### config.mk
export PLATFORM = sky130hd
export DESIGN_NAME = keyed_circular_deque
export DESIGN_NICKNAME = d
export VERILOG_FILES = /design/src/hdl/kcd_pkg.sv /design/src/hdl/keyed_circular_deque.sv /design/src/hdl/kcd_ring_addr.sv
export VERILOG_INCLUDE_DIRS = /design/src /design/src/hdl
export SDC_FILE = /design/constraint.sdc
export NUM_CORES = 1
export LEC_CHECK = 0
export BUFFER_PORTS_ARGS = -buffer_cell sky130_fd_sc_hd__buf_2
export CORE_UTILIZATION = 35
export DETAILED_ROUTE_END_ITERATION = 16
export PLACE_DENSITY = 0.55
export RECOVER_POWER = 50
export SYNTH_ARGS = -nofsm -noshare
export SYNTH_HDL_FRONTEND = slang
export SYNTH_SLANG_ARGS = --single-unit
### constraint.sdc
create_clock -name clock -period 7.9 [get_ports clock]
set_input_delay 0.395 -clock clock [delete_from_list [all_inputs] [get_ports clock]]
set_output_delay 0.395 -clock clock [all_outputs]
set_load 0.02 [all_outputs]
### src/hdl/assert_macros.svh
// assertion macros used by the deque top level
`ifndef ASSERT_MACROS_SVH
`define ASSERT_MACROS_SVH

// property checked on every rising edge outside reset
`define ASSERT_PROP(label, clk, rst, prop) \
   label: assert property (@(posedge clk) disable iff (rst) (prop)) \
      else $error("assertion failed");

// same-cycle implication
`define ASSERT_IMPLY(label, clk, rst, ante, cons) \
   `ASSERT_PROP(label, clk, rst, (ante) |-> (cons))

`endif

### src/hdl/kcd_pkg.sv
// shared types and codes of the keyed circular deque
package kcd_pkg;

   localparam int KEY_W    = 16;
   localparam int PAY_W    = 16;
   localparam int MODE_W   = 3;
   localparam int STATUS_W = 2;
   localparam int COUNT_W  = 5;

   typedef logic [MODE_W-1:0]   mode_type;
   typedef logic [STATUS_W-1:0] status_type;

   localparam mode_type MODE_PUSH_BACK  = 3'd0;
   localparam mode_type MODE_PUSH_FRONT = 3'd1;
   localparam mode_type MODE_REMOVE     = 3'd2;
   localparam mode_type MODE_POP_FRONT  = 3'd3;
   localparam mode_type MODE_SEARCH     = 3'd4;
   localparam mode_type MODE_SUCCESSOR  = 3'd5;

   localparam status_type ST_OK       = 2'd0;
   localparam status_type ST_EMPTY    = 2'd1;
   localparam status_type ST_NOTFOUND = 2'd2;
   localparam status_type ST_FULL     = 2'd3;

   typedef struct packed {
      logic [KEY_W-1:0] key;
      logic [PAY_W-1:0] payload;
   } entry_type;

endpackage

### src/hdl/keyed_circular_deque.sv
// keyed circular deque: top level with sequencer and slot memory
//
// req channel: one transaction carries an operation code in req_tuser and a
// key and payload in req_tdata. rsp channel: exactly one transaction per
// request, with the status in rsp_tuser and the key, payload and entry count
// in rsp_tdata. one request is worked on at a time; req_tready is high only
// while the sequencer is idle.
// the key scan and the gap closing after a removal each move one entry per
// cycle through the slot memory and the shared ring address unit; the number
// of entries held is at most DEPTH.
// the result sits in an output register; a new request is accepted while it
// waits, and a finished result is held until rsp_tready is seen, which stalls
// the sequencer only at its final step.
// reset clears the list to empty with head at slot 0; slot contents are not
// cleared since only live entries are ever read.
module keyed_circular_deque #(
   parameter int DEPTH = 16
) (
   input  logic        clock,
   input  logic        reset,
   input  logic        req_tvalid,
   output logic        req_tready,
   input  logic [31:0] req_tdata,  // entry_key, entry_payload
   input  logic [2:0]  req_tuser,  // mode
   output logic        rsp_tvalid,
   input  logic        rsp_tready,
   output logic [39:0] rsp_tdata,  // result_key, result_payload, entry_count
   output logic [1:0]  rsp_tuser   // status
);

   `include "assert_macros.svh"

   localparam int AW = $clog2(DEPTH);
   localparam int CW = $clog2(DEPTH+1);
   localparam logic [CW-1:0] DEPTH_C = CW'(DEPTH);
   localparam logic [AW-1:0] LAST_SLOT = AW'(DEPTH-1);

   localparam logic [2:0] S_IDLE  = 3'd0;
   localparam logic [2:0] S_PUSH  = 3'd1;
   localparam logic [2:0] S_SCAN  = 3'd2;
   localparam logic [2:0] S_SHIFT = 3'd3;
   localparam logic [2:0] S_GRAB  = 3'd4;
   localparam logic [2:0] S_DONE  = 3'd5;

   logic [2:0]              state_ff, state_in;
   kcd_pkg::mode_type       mode_ff, mode_in;
   logic [kcd_pkg::KEY_W-1:0] key_ff, key_in;
   logic [kcd_pkg::PAY_W-1:0] pay_ff, pay_in;
   logic [AW-1:0]           head_ff, head_in;
   logic [CW-1:0]           count_ff, count_in;
   logic [CW-1:0]           pos_ff, pos_in;
   logic                    pend_ff, pend_in;
   logic [AW-1:0]           a0_ff, a0_in;
   logic [AW-1:0]           a1_ff, a1_in;
   kcd_pkg::status_type     status_ff, status_in;
   kcd_pkg::entry_type      res_ff, res_in;
   logic                    rsp_valid_ff, rsp_valid_in;
   kcd_pkg::status_type     rsp_status_ff, rsp_status_in;
   kcd_pkg::entry_type      rsp_entry_ff, rsp_entry_in;
   logic [kcd_pkg::COUNT_W-1:0] rsp_count_ff, rsp_count_in;

   kcd_pkg::entry_type      slot_mem [DEPTH];
   kcd_pkg::entry_type      rd_ff;

   logic [CW-1:0]           addr_pos;
   logic [AW-1:0]           addr_slot;
   logic                    wr_en;
   logic [AW-1:0]           wr_addr;
   kcd_pkg::entry_type      wr_data;
   logic                    rd_match;
   logic                    more;
   logic [AW-1:0]           head_inc;
   logic [AW-1:0]           head_dec;

   kcd_ring_addr #(
      .DEPTH(DEPTH)
   ) u_ring_addr (
      .head(head_ff),
      .pos (addr_pos),
      .slot(addr_slot)
   );

   assign req_tready = (state_ff == S_IDLE);
   assign rsp_tvalid = rsp_valid_ff;
   assign rsp_tuser  = rsp_status_ff;
   assign rsp_tdata  = {3'b000, rsp_count_ff, rsp_entry_ff.payload, rsp_entry_ff.key};

   assign head_inc = (head_ff == LAST_SLOT) ? '0 : head_ff + AW'(1);
   assign head_dec = (head_ff == '0) ? LAST_SLOT : head_ff - AW'(1);
   assign rd_match = pend_ff && (rd_ff.key == key_ff);
   assign more     = (pos_ff < count_ff);

   always_comb begin
      state_in      = state_ff;
      mode_in       = mode_ff;
      key_in        = key_ff;
      pay_in        = pay_ff;
      head_in       = head_ff;
      count_in      = count_ff;
      pos_in        = pos_ff;
      pend_in       = pend_ff;
      a0_in         = a0_ff;
      a1_in         = a1_ff;
      status_in     = status_ff;
      res_in        = res_ff;
      rsp_valid_in  = rsp_valid_ff;
      rsp_status_in = rsp_status_ff;
      rsp_entry_in  = rsp_entry_ff;
      rsp_count_in  = rsp_count_ff;
      addr_pos      = '0;
      wr_en         = 1'b0;
      wr_addr       = a0_ff;
      wr_data       = rd_ff;

      if (rsp_valid_ff && rsp_tready) begin
         rsp_valid_in = 1'b0;
      end

      unique case (state_ff)
         S_IDLE: begin
            if (req_tvalid) begin
               mode_in   = req_tuser;
               key_in    = req_tdata[15:0];
               pay_in    = req_tdata[31:16];
               status_in = kcd_pkg::ST_OK;
               res_in    = '0;
               pos_in    = '0;
               pend_in   = 1'b0;
               unique case (req_tuser) inside
                  kcd_pkg::MODE_PUSH_BACK, kcd_pkg::MODE_PUSH_FRONT: begin
                     if (count_ff == DEPTH_C) begin
                        status_in = kcd_pkg::ST_FULL;
                        state_in  = S_DONE;
                     end else begin
                        state_in = S_PUSH;
                     end
                  end
                  kcd_pkg::MODE_POP_FRONT: begin
                     if (count_ff == '0) begin
                        status_in = kcd_pkg::ST_EMPTY;
                        state_in  = S_DONE;
                     end else begin
                        state_in = S_GRAB;
                     end
                  end
                  kcd_pkg::MODE_REMOVE, kcd_pkg::MODE_SEARCH, kcd_pkg::MODE_SUCCESSOR: begin
                     if (count_ff == '0) begin
                        status_in = kcd_pkg::ST_EMPTY;
                        state_in  = S_DONE;
                     end else begin
                        state_in = S_SCAN;
                     end
                  end
                  default: begin
                     state_in = S_DONE;
                  end
               endcase
            end
         end
         S_PUSH: begin
            wr_en   = 1'b1;
            wr_data = '{key: key_ff, payload: pay_ff};
            if (mode_ff == kcd_pkg::MODE_PUSH_FRONT) begin
               wr_addr = head_dec;
               head_in = head_dec;
            end else begin
               addr_pos = count_ff;
               wr_addr  = addr_slot;
            end
            count_in = count_ff + CW'(1);
            state_in = S_DONE;
         end
         S_SCAN: begin
            // the read issued here is the next entry, wrapping to the head at the end
            addr_pos = more ? pos_ff : '0;
            a1_in    = addr_slot;
            if (rd_match) begin
               if (mode_ff == kcd_pkg::MODE_REMOVE) begin
                  res_in = rd_ff;
                  if (more) begin
                     a0_in    = a1_ff;
                     pos_in   = pos_ff + CW'(1);
                     pend_in  = 1'b1;
                     state_in = S_SHIFT;
                  end else begin
                     count_in = count_ff - CW'(1);
                     state_in = S_DONE;
                  end
               end else if (mode_ff == kcd_pkg::MODE_SEARCH) begin
                  res_in   = rd_ff;
                  state_in = S_DONE;
               end else begin
                  state_in = S_GRAB;
               end
            end else if (more) begin
               pos_in  = pos_ff + CW'(1);
               pend_in = 1'b1;
            end else begin
               status_in = kcd_pkg::ST_NOTFOUND;
               state_in  = S_DONE;
            end
         end
         S_SHIFT: begin
            // move the entry read last cycle one place toward the head
            wr_en   = pend_ff;
            wr_addr = a0_ff;
            wr_data = rd_ff;
            if (more) begin
               addr_pos = pos_ff;
               a0_in    = a1_ff;
               a1_in    = addr_slot;
               pos_in   = pos_ff + CW'(1);
            end else begin
               count_in = count_ff - CW'(1);
               state_in = S_DONE;
            end
         end
         S_GRAB: begin
            res_in = rd_ff;
            if (mode_ff == kcd_pkg::MODE_POP_FRONT) begin
               head_in  = head_inc;
               count_in = count_ff - CW'(1);
            end
            state_in = S_DONE;
         end
         S_DONE: begin
            if (!rsp_valid_ff || rsp_tready) begin
               rsp_valid_in  = 1'b1;
               rsp_status_in = status_ff;
               rsp_entry_in  = res_ff;
               rsp_count_in  = kcd_pkg::COUNT_W'(count_ff);
               state_in      = S_IDLE;
            end
         end
         default: begin
            state_in = S_IDLE;
         end
      endcase
   end

   always_ff @(posedge clock) begin
      if (reset) begin
         state_ff     <= S_IDLE;
         head_ff      <= '0;
         count_ff     <= '0;
         rsp_valid_ff <= 1'b0;
      end else begin
         state_ff     <= state_in;
         head_ff      <= head_in;
         count_ff     <= count_in;
         rsp_valid_ff <= rsp_valid_in;
      end
   end

   always_ff @(posedge clock) begin
      mode_ff       <= mode_in;
      key_ff        <= key_in;
      pay_ff        <= pay_in;
      pos_ff        <= pos_in;
      pend_ff       <= pend_in;
      a0_ff         <= a0_in;
      a1_ff         <= a1_in;
      status_ff     <= status_in;
      res_ff        <= res_in;
      rsp_status_ff <= rsp_status_in;
      rsp_entry_ff  <= rsp_entry_in;
      rsp_count_ff  <= rsp_count_in;
   end

   always_ff @(posedge clock) begin
      if (wr_en) begin
         slot_mem[wr_addr] <= wr_data;
      end
      rd_ff <= slot_mem[addr_slot];
   end

   `ASSERT_IMPLY(a_count_bound, clock, reset, 1'b1, count_ff <= DEPTH_C)
   `ASSERT_IMPLY(a_scan_pos, clock, reset, state_ff == S_SCAN, pos_ff <= count_ff)
   `ASSERT_IMPLY(a_shift_pend, clock, reset, state_ff == S_SHIFT, pend_ff && count_ff != '0)
   `ASSERT_IMPLY(a_full_status, clock, reset,
      state_ff == S_DONE && status_ff == kcd_pkg::ST_FULL, count_ff == DEPTH_C)
   `ASSERT_IMPLY(a_empty_status, clock, reset,
      state_ff == S_DONE && status_ff == kcd_pkg::ST_EMPTY, count_ff == '0)

endmodule

### src/hdl/kcd_ring_addr.sv
// ring address unit: slot of a logical position, (head + pos) mod depth
module kcd_ring_addr #(
   parameter int DEPTH = 16
) (
   input  logic [$clog2(DEPTH)-1:0]   head,
   input  logic [$clog2(DEPTH+1)-1:0] pos,
   output logic [$clog2(DEPTH)-1:0]   slot
);

   localparam int AW = $clog2(DEPTH);
   localparam int CW = $clog2(DEPTH+1);
   localparam logic [CW:0] DEPTH_S = (CW+1)'(DEPTH);

   logic [CW:0] sum;
   logic [CW:0] wrapped;

   always_comb begin
      sum     = (CW+1)'(head) + (CW+1)'(pos);
      wrapped = (sum >= DEPTH_S) ? (sum - DEPTH_S) : sum;
      slot    = AW'(wrapped);
   end

endmodule
==> run summary <==
CTS max path bufs = 3
Clock tree sinks = 679
Mapped Cells = 1,282
Core ar. = 73,300 µm²
Starting density of the core = 35.6%
Pre-CTS WS = 1.98 ns
Outcome = finished with violations
Fin nets = 1,499
Total Power = 11.6 mW
CP Class = flop to flop
Yosys reg bits = 679
Area share of the largest cell type after synthesis = 73.0%
MaxCap Viol Count = 3
Top cells by area, synth = edfxtp_1, mux4_2, dfxtp_1, nand2_1, nor2b_1
Clk pwr share = 30.2%
Layout area overhead = 17.2%
Fin crit period = 6.00 ns
Max Clock Skew = 0.0176 ns
Drt via density = 5.14
RSZ-0062 raised after global routing = no
Ys async rst share = 0%
Die width = 275 µm
NetSw = 3.42 mW
Internal Pwr Total = 8.17 mW
Fin Hold WS = 0.129 ns
Endpoints failing setup = 0
Combinational cell fraction of total power = 23.5%
Register area share after synthesis = 76.5%
Net Sw Frac = 29.5%
HPWL after DPL = 34,100 µm
Vias = 12,600
1st-pass router iterations = 11
GRT met3 Usage = 3.19%
Post-Syn Area = 26,100 µm²
Gr usage total = 16.4%
Worst Hold Class = input pin to flop
PnR worst setup slack = 1.90 ns
Min-delay src = req_tuser[2]
Cell row count = 99
Total gr overflow = 0
Htree depth = 3
Crit share post-route = 75.9%
Failing checks = DRC, capacitance limit, slew limit
Worst R2R Path Depth = 14
Leak = 9.76 nW
Post-synth EDFFs = 634
Fin area = 30,600 µm²
Clock Pin Slew Worst Setup and Hold Paths = 0.06 ns
WP data required = 8.17 ns
Global routing's busiest layer = met2
Setup TNS = 0 ns
DP Area = 27,900 µm²
Die Y = 275 µm
GR met2 Demand/Resource = 26.7%
CTS root buf = clkbuf_16
Die area = 75,600 µm²
Initial antenna violation count = 1
Worst Setup SP = count_ff[1]
Violation count after the first detailed-routing iteration = 1,011
WL/cell = 24.5 µm
CP endpoint kind = flop
Share of layout cells above drive strength 1 = 24.2%
GRT met1 Usage = 22.0%
Part of the power in registers = 46.3%
Synth unique cells = 59
Fillers = 6,432
Largest net degree at the start of global routing = 53
Routability cong. = 0.782
Total CTS buffers = 73
Crit path max fanout = 40
Post_cts resized = 0
Slew HR = -87.8%
Hold Crit Depth = 1
First-pass GRT wire length = 89,600 µm
Port bufs = 79
Top-Level Pins = 83
Average size of a mapped cell = 20.3 µm²
Most common cell in the synthesized netlist = edfxtp_1
Vias in the first global route = 13,300
Worst-Margin Slew = 2.82 ns
Placed cell count = 2,295
N_diodes = 0
# DRC = 5
CTS tree = yes
Final core utilization = 41.7%
Final Hold Fails = 0
Max Freq = 167 MHz
Dominant cell type by area after synthesis = edfxtp_1
Final slew viol count = 111
Routed Antenna Nets = 0
Worst r2r src = count_ff[1]
PwrDens = 379 nW/µm²
Finished Layout Cells = 2,461
Synth warn = 0
Most used DFF post-synth = edfxtp_1
DRT Wirelength = 60,300 µm
Clock Latency Late Sink = 0.61 ns
Synth top cells by count = edfxtp_1, mux4_2, nand2_1
Startpoint Class = flop
WP data arrival = 6.26 ns
Max VDD drop = 169 µV
worst paths after layout:
kind / slack (ns) / end
max reg2reg: 1.90 / slot_mem[15][7]
min reg2reg: 0.42 / rsp_tdata[10]
max: 1.90 / slot_mem[15][7]
min: 0.13 / mode_ff[2]
cell families (layout without fill, tap and decap cells):
group | after synthesis | after routing | synth area share [%]
AOI/OAI and AO/OA | 85 | 85 | 2.11
xor gates and xnor gates | 29 | 29 | 1.00
adders and majority gates | 17 | 17 | 0.873
buffers and inverters | 68 | 286 | 1.17
DFF | 679 | 679 | 76.5
muxes | 164 | 164 | 14.0
other | 1 | 3 | 0.0144
and+or+nand+nor | 239 | 239 | 4.37
layout by cell type, fill, tap and decap left out, types with 22 or more instances in the layout:
master         instances
dlygate4sd3_1         32
edfxtp_1             634
buf_2                 30
mux4_2               160
clkbuf_1              67
nor2b_1               38
clkbuf_16             74
buf_4                 28
nand2_1              124
dfxtp_1               45
nor2_1                22
worst max-delay path, stage by stage (launching register included):
cell      delay (ns)
dfxtp_1         0.48
inv_1           0.08
ha_1            0.28
nand2_1         0.05
o21ai_0         0.28
a31oi_1         0.42
ha_1            0.35
a22o_1          0.23
ha_4            0.17
fa_4            1.32
o211ai_1        0.22
a21oi_1         0.46
nand2_1         0.18
a21oi_4         0.68
buf_4           0.44
repair_timing:
action,4_1_cts,5_1_grt
hold buffers,32,0
endpoints found under the hold margin,32,0
buffers inserted,0,0
flip-flops by register name, summed over array words and instances, names as in the netlist:
register and cells:
a0_ff 4, a1_ff 4, count_ff 5, head_ff 4
key_ff 16, mode_ff 3, pay_ff 16, pend_ff 1
pos_ff 5, rd_ff 32, res_ff 32, rsp_count_ff 5
rsp_tdata 32, rsp_tuser 2, rsp_tvalid 1, slot_mem 512
state_ff 3, status_ff 2
final cells by class:
class	instances	area (µm²)	area share (%)
sequential	679	19900	65.2
timing repair buffer	142	876	2.87
multi-input combinational	537	6040	19.8
clock inverter	40	492	1.61
clock buffer	94	1980	6.47
inverter	10	37.5	0.123
tap	959	1200	3.93
per-layer routing:
metal / wire [µm] / share of wire [%]
met3: 3070 / 5.1
met5: 0 / 0
met4: 1490 / 2.5
met2: 29400 / 49
met1: 26400 / 44
power by group through the flow:
stage	Clock, mW	Sequential, mW	Combinational [mW]
after global routing	3.71	5.42	2.97
after global placement	0	5.43	2.74
after floorplan	0	5.37	1.80
after detailed placement	0	5.44	2.78
after CTS	3.58	5.36	2.80
final	3.50	5.36	2.72
No activity file was read; power rests on OpenSTA's default activity.
